`src/pcfla_pkg.sv`:
```
// ----------------------------------------------------------------------------
// pcfla_pkg
// shared types and constants of the power-of-two class free list allocator
// ----------------------------------------------------------------------------
package pcfla_pkg;

   // heap geometry
   localparam int HEAP_MAX_BYTES = 65536;
   localparam int GRAIN_BYTES    = 8;
   localparam int NUM_CLASSES    = 14;
   localparam int LINK_DEPTH     = HEAP_MAX_BYTES / GRAIN_BYTES;

   // field widths
   localparam int SIZE_W   = 17;
   localparam int ADDR_W   = 16;
   localparam int GRAIN_W  = $clog2(GRAIN_BYTES);
   localparam int IDX_W    = $clog2(LINK_DEPTH);
   localparam int LINK_W   = IDX_W + 1;
   localparam int CLS_W    = $clog2(NUM_CLASSES);
   localparam int MASK_W   = SIZE_W + NUM_CLASSES - 1;
   localparam int STATUS_W = 3;

   // bump limit ceiling
   localparam logic [SIZE_W-1:0] HEAP_LIMIT = SIZE_W'(HEAP_MAX_BYTES);

   // configuration port
   localparam int CSR_IDX_W = 1;
   localparam logic [CSR_IDX_W-1:0] CSR_HEAP_BYTES = 1'b0;
   localparam logic [CSR_IDX_W-1:0] CSR_MIN_BYTES  = 1'b1;
   localparam logic [SIZE_W-1:0] HEAP_BYTES_RST = SIZE_W'(65536);
   localparam logic [SIZE_W-1:0] MIN_BYTES_RST  = SIZE_W'(8);

   // stream packing
   localparam int REQ_TDATA_W = 40;
   localparam int RSP_TDATA_W = 40;

   // queue between classifier and executor
   localparam int QUEUE_DEPTH = 2;
   localparam int QPTR_W      = $clog2(QUEUE_DEPTH);
   localparam int QCNT_W      = $clog2(QUEUE_DEPTH + 1);

   // request command codes
   localparam logic CMD_ALLOC = 1'b0;
   localparam logic CMD_FREE  = 1'b1;

   typedef enum logic [STATUS_W-1:0] {
      ST_OK       = 3'd0,
      ST_SMALL    = 3'd1,
      ST_NOT_POW2 = 3'd2,
      ST_OOM      = 3'd3,
      ST_BAD_FREE = 3'd4
   } status_type;

   typedef enum logic [1:0] {
      OP_ALLOC = 2'd0,
      OP_FREE  = 2'd1,
      OP_ERROR = 2'd2
   } op_type;

   // classified request
   typedef struct packed {
      op_type             kind;
      logic [CLS_W-1:0]   cls;
      logic [SIZE_W-1:0]  size;
      logic [IDX_W-1:0]   idx;
      status_type         status;
   } cmd_type;

   typedef struct packed {
      logic valid;
      logic full;
   } q_stat_type;

   typedef struct packed {
      logic take;
      logic pop_busy;
   } bk_stat_type;

endpackage

```
`src/pcfla_front.sv`:
```
// ----------------------------------------------------------------------------
// pcfla_front
// size class search and request checks
// ----------------------------------------------------------------------------
module pcfla_front (
   input  logic                         req_cmd,
   input  logic [pcfla_pkg::SIZE_W-1:0] req_size,
   input  logic [pcfla_pkg::ADDR_W-1:0] free_addr,
   input  logic [pcfla_pkg::SIZE_W-1:0] min_bytes,
   output pcfla_pkg::cmd_type           cmd
);
   import pcfla_pkg::*;

   logic [NUM_CLASSES-1:0] hit;
   logic [NUM_CLASSES-1:0] exact;
   logic [MASK_W-1:0]      mask;
   logic                   found;
   logic [CLS_W-1:0]       cls;

   // one mask per class, all independent
   always_comb begin
      for (int k = 0; k < NUM_CLASSES; k++) begin
         mask     = MASK_W'(min_bytes) << k;
         hit[k]   = |(req_size & mask[SIZE_W-1:0]);
         exact[k] = (mask == MASK_W'(req_size));
      end
   end

   // lowest qualifying class wins
   always_comb begin
      found = 1'b0;
      cls   = '0;
      for (int k = NUM_CLASSES - 1; k >= 0; k--) begin
         if (hit[k]) begin
            found = 1'b1;
            cls   = CLS_W'(k);
         end
      end
   end

   always_comb begin
      cmd.cls    = cls;
      cmd.size   = req_size;
      cmd.idx    = free_addr[ADDR_W-1:GRAIN_W];
      cmd.kind   = OP_ERROR;
      cmd.status = ST_OK;
      if (req_cmd == CMD_FREE) begin
         if (found) begin
            cmd.kind = OP_FREE;
         end else begin
            cmd.status = ST_BAD_FREE;
         end
      end else begin
         priority if (req_size < min_bytes) begin
            cmd.status = ST_SMALL;
         end else if (!found || !exact[cls]) begin
            cmd.status = ST_NOT_POW2;
         end else begin
            cmd.kind = OP_ALLOC;
         end
      end
   end

endmodule

```
`config.mk`:
```
export PLATFORM = sky130hd
export DESIGN_NAME = pcfla_front
export DESIGN_NICKNAME = d
export VERILOG_FILES = /design/src/pcfla_pkg.sv /design/src/pcfla_front.sv
export SDC_FILE = /design/constraint.sdc
export NUM_CORES = 1
export LEC_CHECK = 0
export ABC_AREA = 1
export ABC_CLOCK_PERIOD_IN_PS = 1700
export BUFFER_PORTS_ARGS = -buffer_cell sky130_fd_sc_hd__buf_2
export CAP_MARGIN = 20
export CORE_MARGIN = 3
export CORE_UTILIZATION = 50
export DETAILED_ROUTE_END_ITERATION = 16
export PLACE_DENSITY_LB_ADDON = 0.3
export SETUP_SLACK_MARGIN = 0.1
export SYNTH_ARGS = -nofsm -noshare
export SYNTH_HDL_FRONTEND = slang
export SYNTH_SLANG_ARGS = --single-unit
```
`constraint.sdc`:
```
create_clock -name vclk -period 1.7
set_clock_uncertainty 0.05 [all_clocks]
set_input_delay 0 -clock vclk [all_inputs]
set_output_delay 0 -clock vclk [all_outputs]
set_load 0.005 [all_outputs]
```
==> impl_metrics.yaml <==
run_status:
  outcome: "complete, but fails checks"
  violations: "negative setup slack"
layout:
  post-route-util_pct: 88.9
  stdcell_area_sq_um: 6620
  antenna_cells: 0
  nNetsFinal: 937
  layout_common_cells: "ha_1 (121), buf_4 (116), nor2_1 (43)"
  drive_above_1_share_pct: 51.0
  numSequentialCells: 0
  clkbuf_count: 0
  seqCellArea_sq_um: 0
  layout_commonest_cell: "ha_1"
  syn2layout_area_growth_pct: 67.9
critical_path:
  crit_path_end_kind: "primary output"
  startpoint_type: "primary input"
  cp_max_fo: 7
  crit_path_start: "req_size[9]"
  worstPathRequired_ns: 1.65
  crit_arrival_ns: 2.68
  criticalPathCategory: "primary input to primary output"
synthesis:
  muxShareOfSynthArea_pct: 0
  yosysWarnings: 0
  synth_xor_area_share_pct: 0
  ys_seq_area_share_pct: 0
  postSynthCellCount: 523
  synth_compound_area_share_pct: 2.95
  ys_types: 37
  syn_area_sq_um: 3950
  syn-num-nets: 738
  synth_simple_gate_area_share_pct: 34.5
  synth_top_family_by_area: "adder cells"
  synthAdderAreaFrac_pct: 52.0
  avgSynthCellArea_sq_um: 7.54
grt:
  grt_pass1_vias: 4952
  grt_first_pass_wirelength_um: 24700
  antenna_found_initial: 0
  grt_max_degree: 12
  grt_util_all_layers_pct: 35.1
  overflow: 0
routing:
  ant_nets: 0
  drc: 0
  num_vias: 5453
  drt-initial-drc-count: 634
  vias_per_cell: 6.66
  top_layer_used: "met4"
  wl_met3_um: 2850
  dr.pass1.iters: 7
  wl_met1_um: 7130
  met2_length_um: 8720
  drt-total-wl_um: 20400
  wl_per_cell_um: 24.9
placed_design:
  dpl_cell_area_sq_um: 5140
  port_buffers: 61
  dpl.hpwl_um: 11600
  place_congestion: 1.01
sta:
  finalSetupViolCount: 9
  max_slew.worst_pin.slew_ns: 0.515
  relSlewSlack_pct: 65.3
  post-route-period-util_pct: 161
  hold_ws_ns: 0.163
  setup_tns_ns: -5.50
  fmax_mhz: 366
  slew_viol_final: 0
  finalCriticalPeriod_ns: 2.73
  hold_violations: 0
  rsz0062_at_grt: "true"
  setup_slack_ns: -1.03
floorplanning:
  ios: 90
  die_x_um: 94.8
  core_sq_um: 7450
  die_h_um: 94.8
  die_area_sq_um: 8990
  start_util_pct: 53.0
  rows: 31
pwr:
  power_mw: 1.60
  powerDensity_nw_per_um2: 241
  power_leakage_nw: 3.15
  irDropWorstVdd_mv: 0.142
min_path:
  holdPathEnd: "cmd[25]"
  hp-class: "primary input to primary output"
  hold_path.startpoint: "req_size[9]"
  worstHoldPathCells: 2
flow_run:
  drv_cap: 0
cells in the mapped netlist (all sizes together):
| master | number | area [sq um] |
|---|---|---|
| ha | 164 | 2050 |
| nor2 | 72 | 307 |
| nand2 | 58 | 238 |
| nor4 | 48 | 343 |
| inv | 47 | 176 |
| buf | 31 | 236 |
| nand3 | 30 | 150 |
| nor3 | 23 | 131 |
| a21oi | 13 | 68.8 |
| nand4 | 12 | 75.1 |
| o21ai | 5 | 25.0 |
| or4 | 5 | 41.3 |
| or2 | 4 | 27.5 |
| and3 | 3 | 18.8 |
| a211oi | 1 | 7.51 |
| and2 | 1 | 6.26 |
| and2b | 1 | 8.76 |
| clkinv | 1 | 3.75 |
| nand3b | 1 | 7.51 |
| o211ai | 1 | 7.51 |
| o21a | 1 | 7.51 |
| or3 | 1 | 6.26 |
critical path: stages:
cell,delay (ns)
buf_6,0.11
buf_6,0.12
buf_4,0.13
ha_2,0.18
nor2_2,0.30
nand2_2,0.16
nor3_4,0.17
nand2_2,0.08
nand2_2,0.07
nand2_1,0.07
nand2_1,0.09
nand2_1,0.05
nand2_1,0.08
nand2_2,0.08
nand2_4,0.11
nand2_8,0.09
nand2_8,0.10
nand2_4,0.05
nand3_2,0.08
nand3_2,0.08
a21oi_2,0.14
nand3_1,0.08
nand2_1,0.09
inv_1,0.04
buf_2,0.12
through the flow:
stage	worst slack, ns	std cells
finish	-1.03	819
global route	-1.19	819
CTS	-0.628	807
detailed placement	-0.711	776
global placement	-0.647	776
floorplan	-0.0582	523
worst max-delay path by stage:
stage | to | slack (ns) | cells after the start
floorplan | cmd[38] | -0.06 | 16
global placement | cmd[38] | -0.65 | 17
detailed placement | cmd[38] | -0.71 | 25
CTS | cmd[38] | -0.63 | 25
global route | cmd[38] | -1.19 | 22
finish | cmd[38] | -1.03 | 25
layer usage:
metal	track usage, %	vias up
met5	0	-
met2	57.8	527
met1	46.5	2486
met3	5.98	172
li1	-	2268
met4	10.6	0
kinds of logic after synthesis:
group / after synthesis
buffers and inverters: 79
and+or+nand+nor: 259
AOI/OAI and AO/OA: 21
adders and majority gates: 164
what timing repair did:
item                       in CTS  in global routing
pin swaps                      45                 54
gates cloned                    3                  0
resized for setup             128                141
setup endpoints to repair       9                  9
setup buffers                  16                 12
hold buffers                   13                  0
hold endpoints to repair       13                  0
area by class of cell:
type                            count  area, sq um
Inverter                           48          190
Fill cell                         313          825
Multi-Input combinational cell    445         4250
Timing Repair Buffer              227         2050
Tap cell                           99          124
power breakdown:
part | internal [mW] | switching [mW]
Clock | 0 | 0
Sequential | 0 | 0
Combinational | 0.773 | 0.823
No activity file was read; power rests on OpenSTA's default activity.
