**src/pcfla_pkg.sv**
```systemverilog
// ----------------------------------------------------------------------------
// pcfla_pkg
// shared types and constants of the power-of-two class free list allocator
// ----------------------------------------------------------------------------
package pcfla_pkg;

   // heap geometry
   localparam int HEAP_MAX_BYTES = 65536;
   localparam int GRAIN_BYTES    = 8;
   localparam int NUM_CLASSES    = 14;
   localparam int LINK_DEPTH     = HEAP_MAX_BYTES / GRAIN_BYTES;

   // field widths
   localparam int SIZE_W   = 17;
   localparam int ADDR_W   = 16;
   localparam int GRAIN_W  = $clog2(GRAIN_BYTES);
   localparam int IDX_W    = $clog2(LINK_DEPTH);
   localparam int LINK_W   = IDX_W + 1;
   localparam int CLS_W    = $clog2(NUM_CLASSES);
   localparam int MASK_W   = SIZE_W + NUM_CLASSES - 1;
   localparam int STATUS_W = 3;

   // bump limit ceiling
   localparam logic [SIZE_W-1:0] HEAP_LIMIT = SIZE_W'(HEAP_MAX_BYTES);

   // configuration port
   localparam int CSR_IDX_W = 1;
   localparam logic [CSR_IDX_W-1:0] CSR_HEAP_BYTES = 1'b0;
   localparam logic [CSR_IDX_W-1:0] CSR_MIN_BYTES  = 1'b1;
   localparam logic [SIZE_W-1:0] HEAP_BYTES_RST = SIZE_W'(65536);
   localparam logic [SIZE_W-1:0] MIN_BYTES_RST  = SIZE_W'(8);

   // stream packing
   localparam int REQ_TDATA_W = 40;
   localparam int RSP_TDATA_W = 40;

   // queue between classifier and executor
   localparam int QUEUE_DEPTH = 2;
   localparam int QPTR_W      = $clog2(QUEUE_DEPTH);
   localparam int QCNT_W      = $clog2(QUEUE_DEPTH + 1);

   // request command codes
   localparam logic CMD_ALLOC = 1'b0;
   localparam logic CMD_FREE  = 1'b1;

   typedef enum logic [STATUS_W-1:0] {
      ST_OK       = 3'd0,
      ST_SMALL    = 3'd1,
      ST_NOT_POW2 = 3'd2,
      ST_OOM      = 3'd3,
      ST_BAD_FREE = 3'd4
   } status_type;

   typedef enum logic [1:0] {
      OP_ALLOC = 2'd0,
      OP_FREE  = 2'd1,
      OP_ERROR = 2'd2
   } op_type;

   // classified request
   typedef struct packed {
      op_type             kind;
      logic [CLS_W-1:0]   cls;
      logic [SIZE_W-1:0]  size;
      logic [IDX_W-1:0]   idx;
      status_type         status;
   } cmd_type;

   typedef struct packed {
      logic valid;
      logic full;
   } q_stat_type;

   typedef struct packed {
      logic take;
      logic pop_busy;
   } bk_stat_type;

endpackage

```
**src/pcfla_queue.sv**
```systemverilog
// ----------------------------------------------------------------------------
// pcfla_queue
// short fifo of classified requests
// ----------------------------------------------------------------------------
module pcfla_queue (
   input  logic                   clock,
   input  logic                   reset,
   input  logic                   push,
   input  pcfla_pkg::cmd_type     push_cmd,
   input  logic                   pop,
   output pcfla_pkg::cmd_type     head_cmd,
   output pcfla_pkg::q_stat_type  stat
);
   import pcfla_pkg::*;

   cmd_type           slot_ff [QUEUE_DEPTH];
   logic [QPTR_W-1:0] wr_ptr_ff, wr_ptr_in;
   logic [QPTR_W-1:0] rd_ptr_ff, rd_ptr_in;
   logic [QCNT_W-1:0] count_ff, count_in;

   function automatic logic [QPTR_W-1:0] ptr_next(input logic [QPTR_W-1:0] p);
      logic [QPTR_W-1:0] r;
      if (p == QPTR_W'(QUEUE_DEPTH - 1)) r = '0;
      else r = p + 1'b1;
      return r;
   endfunction

   always_comb begin
      wr_ptr_in = push ? ptr_next(wr_ptr_ff) : wr_ptr_ff;
      rd_ptr_in = pop  ? ptr_next(rd_ptr_ff) : rd_ptr_ff;
      count_in  = count_ff;
      if (push && !pop) count_in = count_ff + 1'b1;
      else if (!push && pop) count_in = count_ff - 1'b1;
   end

   always_ff @(posedge clock) begin
      if (reset) begin
         wr_ptr_ff <= '0;
         rd_ptr_ff <= '0;
         count_ff  <= '0;
      end else begin
         wr_ptr_ff <= wr_ptr_in;
         rd_ptr_ff <= rd_ptr_in;
         count_ff  <= count_in;
      end
   end

   always_ff @(posedge clock) begin
      if (push) slot_ff[wr_ptr_ff] <= push_cmd;
   end

   assign head_cmd   = slot_ff[rd_ptr_ff];
   assign stat.valid = (count_ff != '0);
   assign stat.full  = (count_ff == QCNT_W'(QUEUE_DEPTH));

endmodule

```
**config.mk**
```make
export PLATFORM = sky130hd
export DESIGN_NAME = pcfla_queue
export DESIGN_NICKNAME = d
export VERILOG_FILES = /design/src/pcfla_pkg.sv /design/src/pcfla_queue.sv
export SDC_FILE = /design/constraint.sdc
export NUM_CORES = 1
export LEC_CHECK = 0
export ABC_CLOCK_PERIOD_IN_PS = 3900
export BUFFER_PORTS_ARGS = -buffer_cell sky130_fd_sc_hd__buf_2
export CAP_MARGIN = 20
export CORE_MARGIN = 3
export CORE_UTILIZATION = 51
export CTS_CLUSTER_DIAMETER = 100
export DETAILED_ROUTE_END_ITERATION = 7
export MAX_ROUTING_LAYER = met4
export PLACE_DENSITY = 0.75
export SYNTH_ARGS = -nofsm -noshare
export SYNTH_HDL_FRONTEND = slang
export SYNTH_SLANG_ARGS = --single-unit
```
**constraint.sdc**
```tcl
create_clock -name clock -period 3.9 [get_ports clock]
set_clock_uncertainty 0.05 [all_clocks]
set_input_delay 1.17 -clock clock [delete_from_list [all_inputs] [get_ports clock]]
set_output_delay 1.17 -clock clock [all_outputs]
set_load 0.02 [all_outputs]
```
==> flow_summary.toml, run 1 <==
[run_status]
status = "finished, final reports clean"

[sta]
worst_pin_slew_ns = 0.934
setup_viol = 0
hold_violations = 0
fmax_ghz = 0.325
fin_crit_sh_pct = 78.8
period_needed_ns = 3.07
setup_tns_ns = 0
rsz0062_at_grt = "no"
max_slew_margin_pct = 37.7
drv_slew = 0
fin_hold_ws_ns = 0.467

[global_routing]
grtUsageTotal_pct = 15.5
antenna_found_initial = 0
grt_pass1_vias = 1649
grt_pass1_wl_mm = 7.92
grt_overflow = 0
grt_max_degree = 40

[worst_setup_path]
crit_fanout = 39
startpoint_type = "register"
reg2reg_slack_ns = 2.27
critPathBufInv = 1
slowest_stage = "dfxtp_2"
path_delay_family = "flip-flops"
cp.required_ns = 2.68
worst_r2r_endpoint = "slot_ff[1][29]$_DFFE_PP_"
crit_type = "register to primary output"
worstPathCellList = "mux2_2 -> buf_2"
critPathMaxStageDelay_ns = 0.92
r2r_cells = 1
worstPathArrival_ns = 1.85
path_depth = 2
regToRegStartpoint = "wr_ptr_ff$_SDFFE_PP0P_"
crit_path_end = "head_cmd[18]"
critPathCaptureType = "primary output"

[clocking]
clockBufferDepth = 2
clkTransAtPathRegs_ns = 0.07
cts_tree = "done"
cts.repair.resized = 0
cts.htree.levels = 3
cts_buffers = 9
clock_latency_ns = 0.33
postCtsHoldBufs = 0
cts.root.buffer_cell = "clkbuf_8"
post_cts_buffers = 0
cts_sinks = 83

[yosys]
ys_seq_area_share_pct = 80.9
synth_xor_area_share_pct = 1.16
synth.avg_cell_area_um2 = 21.1
muxShareOfSynthArea_pct = 14.5
synth_compound_area_share_pct = 0.331
synth_simple_gate_area_share_pct = 1.62
yosysTopAreaCell = "edfxtp_1"
synth_area_um2 = 3020
synth_top_area_share_pct = 77.5
yosysWarnings = 0
synth_top_family_by_area = "multiplexers"
ys_ff_latch = 83
synth_fa_ha_area_share_pct = 0.414
syn_nets = 187
syn_inst = 143
synthTopCellsByArea = "edfxtp_1 78%, mux2_2 15%, dfxtp_1 3.3%"
ys_types = 18

[detailed_routing]
vias_per_cell = 4.97
ant_nets = 0
firstDrtPassIters = 6
routed_wl_mm = 4.84
vias = 1547
route.detailed.drc = 0
wl_per_cell_um = 15.6
drtIter0Drc = 108

[pwr]
irDropWorstVdd_mv = 0.226
p_per_area_nw_per_um2 = 503
power.leakage_nw = 1.40

[placed_design]
dp.final_hpwl_mm = 3.20
gp_congestion = 0.692
io_buffer_count = 83

[floorplanning]
placementRows = 27
dieArea_um2 = 6880
initial_core_util_pct = 53.9
chipHeight_um = 83.0
io_pins = 84
die_w_um = 83.0
core_area_um2 = 5610

[job]
drv_cap = 0

[final_layout]
num-fill-cells = 411
drive_gt1_share_pct = 57.7
antenna_cells = 0
synthToLayoutAreaGrowth_pct = 22.2
final_common_cell = "buf_2"
num-nets-final = 278
layout_common_cells = "83 x buf_2, 78 x edfxtp_1, 39 x mux2_2, 9 x clkbuf_8"

[min_path]
hold_class = "register to register"
==> worst min path at each step <==
stage,slack [ns],startpoint,cells past startpoint,to
4_1_cts,0.47,count_ff[1]$_SDFFE_PP0P_,2,count_ff[1]$_SDFFE_PP0P_
5_1_grt,0.50,count_ff[1]$_SDFFE_PP0P_,2,count_ff[1]$_SDFFE_PP0P_
2_1_floorplan,0.41,count_ff[1]$_SDFFE_PP0P_,2,count_ff[1]$_SDFFE_PP0P_
3_3_place_gp,0.43,count_ff[1]$_SDFFE_PP0P_,2,count_ff[1]$_SDFFE_PP0P_
3_5_place_dp,0.45,rd_ptr_ff$_SDFFE_PP0P_,2,rd_ptr_ff$_SDFFE_PP0P_
6_report,0.47,rd_ptr_ff$_SDFFE_PP0P_,2,rd_ptr_ff$_SDFFE_PP0P_
==> synthesized netlist by cell type <==
master	number
buf_4	1
nor2_1	4
a21oi_1	1
nor2b_1	1
buf_6	1
ha_1	1
or2_2	1
and2_1	1
xnor2_1	2
inv_1	1
buf_2	2
edfxtp_1	78
and2b_2	1
o21ai_0	1
or3_1	1
dfxtp_1	5
mux2_2	39
xor2_1	2
==> sequential cells by signal, summed over array words and instances (netlist names), named ones only <==
signal	flops
wr_ptr_ff	1
slot_ff	78
rd_ptr_ff	1
count_ff	2
==> layout make-up <==
class	count	area, µm²	share of cell area [%]
sequential	83	2440	66.2
multi-input combinational	55	554	15.0
timing repair buffer	84	423	11.5
clock buffer	12	135	3.66
tap	72	90.1	2.44
clock inverter	4	41.3	1.12
inverter	1	3.75	0.102
==> layer usage <==
metal | track usage [%] | wire [µm]
met5 | - | 0
met3 | 4.27 | 244
met1 | 19.2 | 2110
met4 | 8.02 | 109
met2 | 23.4 | 2370
==> power by group <==
part | leakage (nW) | internal, W | switching [W] | total (W)
sequential | 0.774 | 0.00104 | 0.0000297 | 0.00107
combinational | 0.540 | 0.000103 | 0.000132 | 0.000235
clock | 0.0871 | 0.000291 | 0.000265 | 0.000555
==> through the flow <==
| step | utilization [%] | area [µm²] | worst slack (ns) | instances | power [W] |
|---|---|---|---|---|---|
| 3_5_place_dp | 62.7 | 3510 | 1.14 | 295 | 0.00133 |
| 5_1_grt | 65.8 | 3690 | 0.680 | 311 | 0.00194 |
| 6_report | 65.8 | 3690 | 0.827 | 311 | 0.00186 |
| 4_1_cts | 65.8 | 3690 | 0.761 | 311 | 0.00188 |
| 2_1_floorplan | - | 3020 | 0.493 | 143 | 0.00124 |
| 3_3_place_gp | 62.7 | 3510 | 1.12 | 295 | 0.00132 |
==> cell families after synthesis <==
family | after synthesis
muxes | 39
xor gates and xnor gates | 4
buffers and inverters | 5
AOI/OAI and AO/OA | 2
and+or+nand+nor | 9
DFF | 83
adders and majority gates | 1
(Power assumes the default switching activity.)
==> run 2, diff against run 1 <==
--- a/config.mk
+++ b/config.mk
@@ -5,7 +5,7 @@
 export SDC_FILE = /design/constraint.sdc
 export NUM_CORES = 1
 export LEC_CHECK = 0
-export ABC_CLOCK_PERIOD_IN_PS = 3900
+export ABC_CLOCK_PERIOD_IN_PS = 3100
 export BUFFER_PORTS_ARGS = -buffer_cell sky130_fd_sc_hd__buf_2
 export CAP_MARGIN = 20
 export CORE_MARGIN = 3
==> constraint.sdc (replaced) <==
create_clock -name clock -period 3.1 [get_ports clock]
set_clock_uncertainty 0.05 [all_clocks]
set_input_delay 0.93 -clock clock [delete_from_list [all_inputs] [get_ports clock]]
set_output_delay 0.93 -clock clock [all_outputs]
set_load 0.02 [all_outputs]
==> run 2 against run 1 <==
Clock power rose by 10%. Highest routed layer unchanged. Non-clock buffer count is 2 higher. Worst hold slack better by 0.0049 ns. Wire length grew 1.2%. Sequential share of layout area decreased by 0.49 points.
==> flow_summary.toml, run 2 (synthesis gave the netlist of run 1 again) <==
[final_layout]
reg_top3 = "slot_ff: 78 flops, count_ff: 2 flops"
drive_gt1_share_pct = 58.1
largest_reg_flops = 78
antenna_cells = 0
post-route-util_pct = 66.3
top_register = "slot_ff"
synthToLayoutAreaGrowth_pct = 23.1
num-nets-final = 280
layout_common_cells = "83 x buf_2, 78 x edfxtp_1, 39 x mux2_2, 9 x clkbuf_8"
final_common_cell = "buf_2"
num-fill-cells = 438
postLayoutCellArea_um2 = 3720

[worst_setup_path]
worstPathCellList = "buf_12 -> mux2_2 -> buf_2"
crit_fanout = 23
worstPathArrival_ns = 1.69
critPathCaptureType = "primary output"
slowest_stage = "dfxtp_2"
crit_type = "register to primary output"
startpoint_type = "register"
critPathMaxStageDelay_ns = 0.59
cp.required_ns = 2.12

[clocking]
cts.root.buffer_cell = "clkbuf_8"
clockBufferDepth = 2
clock_latency_ns = 0.34
cts_tree = "done"
cts.htree.levels = 3
cts_sinks = 83
cts_buffers = 9
post_cts_buffers = 0
postCtsHoldBufs = 0
clkTransAtPathRegs_ns = 0.08
cts.repair.resized = 0

[placed_design]
dp.final_hpwl_mm = 3.34
io_buffer_count = 83
gp_congestion = 0.689
place_area_um2 = 3570

[detailed_routing]
firstDrtPassIters = 4
drtIter0Drc = 65
vias = 1560
routed_wl_mm = 4.90
ant_nets = 0
route.detailed.drc = 0
vias_per_cell = 4.98
wl_per_cell_um = 15.7

[global_routing]
grt_max_degree = 24
grt_pass1_vias = 1606
grtUsageTotal_pct = 15.7
grt_pass1_wl_mm = 7.91
antenna_found_initial = 0
grt_overflow = 0

[sta]
drv_slew = 0
period_needed_ns = 2.67
fmax_ghz = 0.374
max_slew_margin_pct = 60.2
setup_tns_ns = 0
hold_violations = 0
worst_pin_slew_ns = 0.595
setup_viol = 0
fin_crit_sh_pct = 86.2
rsz0062_at_grt = "no"

[floorplanning]
initial_core_util_pct = 53.9
placementRows = 27
dieArea_um2 = 6880
die_w_um = 83.0
core_area_um2 = 5610
io_pins = 84
chipHeight_um = 83.0

[pwr]
irDropWorstVdd_mv = 0.352
power.leakage_nw = 1.41
p_per_area_nw_per_um2 = 609

[job]
drv_cap = 0

[run_status]
status = "finished, final reports clean"

[min_path]
hold_class = "register to register"
==> run 2: cell count changes in the layout (fill, tap and decap cells not counted), sizes merged <==
cell,previous run,this run
buf,84,86
bufinv,1,0
clkbuf,12,11
clkinv,3,5
==> run 2: worst paths after layout <==
path,startpoint,slack (ns),cells after the start,to
max,register,0.43,3,head_cmd[34]
min,rd_ptr_ff$_SDFFE_PP0P_,0.47,2,rd_ptr_ff$_SDFFE_PP0P_
max reg2reg,wr_ptr_ff$_SDFFE_PP0P_,1.59,2,slot_ff[1][10]$_DFFE_PP_
min reg2reg,rd_ptr_ff$_SDFFE_PP0P_,0.47,2,rd_ptr_ff$_SDFFE_PP0P_
==> run 2: layout make-up <==
cell class | instances | area (µm²) | share of cell area, %
clock buffers | 11 | 131 | 3.53
clock inverters | 5 | 20.0 | 0.538
inverters | 1 | 3.75 | 0.101
multi-input cells | 55 | 554 | 14.9
flip-flops and latches | 83 | 2440 | 65.7
well taps | 72 | 90.1 | 2.42
repair buffers | 86 | 475 | 12.8
==> run 2: critical path: cells and delay by family, from the launching register on <==
family / cells / cell delay, ns
mux: 1 / 0.36
flops: 1 / 0.59
buf+inv: 2 / 0.40
==> run 2: metal layers <==
layer | up-vias | track usage (%) | share of wire, %
li1 | 739 | - | -
met1 | 756 | 19.4 | 42
met2 | 53 | 23.5 | 49
met3 | 12 | 4.96 | 6.2
met4 | 0 | 7.58 | 2.2
met5 | - | - | 0
==> run 2: stage by stage <==
step / setup WS [ns] / power, W / std cells / hold WS, ns
global placement: 0.758 / 0.00167 / 297 / 0.442
detailed placement: 0.770 / 0.00168 / 297 / 0.461
CTS: 0.386 / 0.00229 / 313 / 0.478
global route: 0.321 / 0.00237 / 313 / 0.508
floorplan: 0.659 / 0.00155 / 143 / 0.406
finish: 0.428 / 0.00226 / 313 / 0.472
==> run 2: power breakdown <==
part / leakage (nW) / internal (W) / switching [W]
Clock: 0.0773 / 0.000279 / 0.000334
Combinational: 0.561 / 0.000140 / 0.000180
Sequential: 0.774 / 0.00130 / 0.0000272
==> run 3, diff against run 2 <==
--- a/config.mk
+++ b/config.mk
@@ -5,15 +5,17 @@
 export SDC_FILE = /design/constraint.sdc
 export NUM_CORES = 1
 export LEC_CHECK = 0
-export ABC_CLOCK_PERIOD_IN_PS = 3100
+export ABC_CLOCK_PERIOD_IN_PS = 2160
 export BUFFER_PORTS_ARGS = -buffer_cell sky130_fd_sc_hd__buf_2
 export CAP_MARGIN = 20
 export CORE_MARGIN = 3
-export CORE_UTILIZATION = 51
+export CORE_UTILIZATION = 46
 export CTS_CLUSTER_DIAMETER = 100
 export DETAILED_ROUTE_END_ITERATION = 7
 export MAX_ROUTING_LAYER = met4
-export PLACE_DENSITY = 0.75
+export PLACE_DENSITY = 0.71
+export SKIP_LAST_GASP = 1
+export SLEW_MARGIN = 20
 export SYNTH_ARGS = -nofsm -noshare
 export SYNTH_HDL_FRONTEND = slang
 export SYNTH_SLANG_ARGS = --single-unit
==> constraint.sdc (replaced) <==
create_clock -name clock -period 2.16 [get_ports clock]
set_clock_uncertainty 0.05 [all_clocks]
set_input_delay 0.648 -clock clock [delete_from_list [all_inputs] [get_ports clock]]
set_output_delay 0.648 -clock clock [all_outputs]
set_load 0.02 [all_outputs]
==> run 3 against run 2 <==
Worst hold slack got worse by 0.031 ns. Final cell count grew 1.6%. Die area up 10%. Power rose by 52%. Global-route usage decreased by 1.1 points. Clock-buffer cell count rose by 2. Clock power increased by 75%. Critical path type unchanged. Highest routed layer unchanged. Register-to-register slack worse by 0.67 ns.
==> flow_summary.toml, run 3 (synthesis gave the netlist of run 1 again) <==
[min_path]
hold_class = "input port to register"

[clocking]
cts_sinks = 83
cts.root.buffer_cell = "clkbuf_8"
cts_tree = "done"
clockBufferDepth = 2
cts_buffers = 9
post_cts_buffers = 0
clock_latency_ns = 0.33
clkTransAtPathRegs_ns = 0.08
cts.htree.levels = 3

[global_routing]
grt_pass1_vias = 1617
grt_max_degree = 40
grt_overflow = 0
grtUsageTotal_pct = 14.6
antenna_found_initial = 0
grt_pass1_wl_mm = 7.80

[floorplanning]
placementRows = 28
chipHeight_um = 87.0
dieArea_um2 = 7570
initial_core_util_pct = 49.3
die_w_um = 87.0
core_area_um2 = 6130
io_pins = 84

[run_status]
status = "finished, final reports clean"

[sta]
rsz0062_at_grt = "yes"
setup_viol = 0
worst_pin_slew_ns = 0.289
fmax_ghz = 0.474
period_needed_ns = 2.11
max_slew_margin_pct = 80.7
hold_violations = 0
fin_crit_sh_pct = 97.7
setup_tns_ns = 0
setup_slack_ns = 0.0507
drv_slew = 0

[placed_design]
gp_congestion = 0.695
io_buffer_count = 83
place_area_um2 = 3570
dp.final_hpwl_mm = 3.45
dp_worst_setup_slack_ns = 0.359

[detailed_routing]
routed_wl_mm = 5.21
drtIter0Drc = 65
wl_per_cell_um = 16.4
vias_per_cell = 4.97
route.detailed.drc = 0
vias = 1579
ant_nets = 0
firstDrtPassIters = 4

[final_layout]
layout_common_cells = "83 x buf_2, 78 x edfxtp_1, 39 x mux2_2, 10 x clkbuf_8"
reg_top3 = "slot_ff: 78 flops, count_ff: 2 flops"
final_common_cell = "buf_2"
drive_gt1_share_pct = 59.7
post-route-util_pct = 61.4
num-nets-final = 282
antenna_cells = 0
synthToLayoutAreaGrowth_pct = 24.7
largest_reg_flops = 78
top_register = "slot_ff"
postLayoutCellArea_um2 = 3770

[job]
drv_cap = 0

[worst_setup_path]
critPathMaxStageDelay_ns = 0.36
cp.required_ns = 1.46
worstPathArrival_ns = 1.41
worstPathCellList = "buf_12 -> mux2_2 -> buf_2"
startpoint_type = "register"
slowest_stage = "dfxtp_2"
critPathCaptureType = "primary output"
crit_type = "register to primary output"
crit_fanout = 25

[pwr]
irDropWorstVdd_mv = 0.611
p_per_area_nw_per_um2 = 914
power_w = 0.00344
power.leakage_nw = 1.44
[run 3: cell count changes in the layout (fill, tap and decap cells not counted), sizes merged]
| cell | before | now |
|---|---|---|
| bufinv | 0 | 1 |
| clkinv | 5 | 2 |
| buf | 86 | 88 |
| clkbuf | 11 | 13 |
[run 3: report_power, final]
part,internal (W),switching [W]
Combinational,0.000203,0.000271
Sequential,0.00187,0.0000289
Clock,0.000564,0.000503
[run 3: final timing paths]
check | from | to | slack [ns] | cells after the start
worst max-delay path | register | head_cmd[22] | 0.05 | 3
worst min-delay path | push_cmd[29] | slot_ff[0][29]$_DFFE_PP_ | 0.44 | 1
worst max register to register | wr_ptr_ff$_SDFFE_PP0P_ | slot_ff[1][12]$_DFFE_PP_ | 0.92 | 2
worst min register to register | count_ff[1]$_SDFFE_PP0P_ | count_ff[1]$_SDFFE_PP0P_ | 0.46 | 2
[run 3: cell type report]
type / count / area, µm²
Sequential cell: 83 / 2440
Timing Repair Buffer: 88 / 482
Clock buffer: 13 / 149
Fill cell: 464 / 2360
Tap cell: 75 / 93.8
Multi-Input combinational cell: 55 / 554
Clock inverter: 3 / 40.0
Inverter: 1 / 3.75
[run 3: timing repair]
item | in CTS | in global routing
hold endpoints to repair | 0 | 0
hold buffers | 0 | 0
resized for setup | 1 | 0
endpoints found under the setup margin | 10 | 5
gates cloned | 0 | 0
[run 3: metrics by stage]
step | std cells | hold slack (ns)
4_1_cts | 318 | 0.422
5_1_grt | 318 | 0.420
3_3_place_gp | 302 | 0.439
3_5_place_dp | 302 | 0.450
6_report | 318 | 0.441
2_1_floorplan | 143 | 0.406
[run 3: per-layer routing]
layer | vias to the layer above | track usage, % | part of all wire [%]
li1 | 744 | - | -
met1 | 775 | 17.8 | 42
met2 | 53 | 22.0 | 49
met3 | 7 | 4.54 | 7.0
met4 | 0 | 7.22 | 1.5
met5 | - | - | 0
[run 3: critical path, delay by kind of cell (launching register included)]
kind	cells	cell delay, ns
buffers and inverters	2	0.35
DFF	1	0.36
muxes	1	0.36
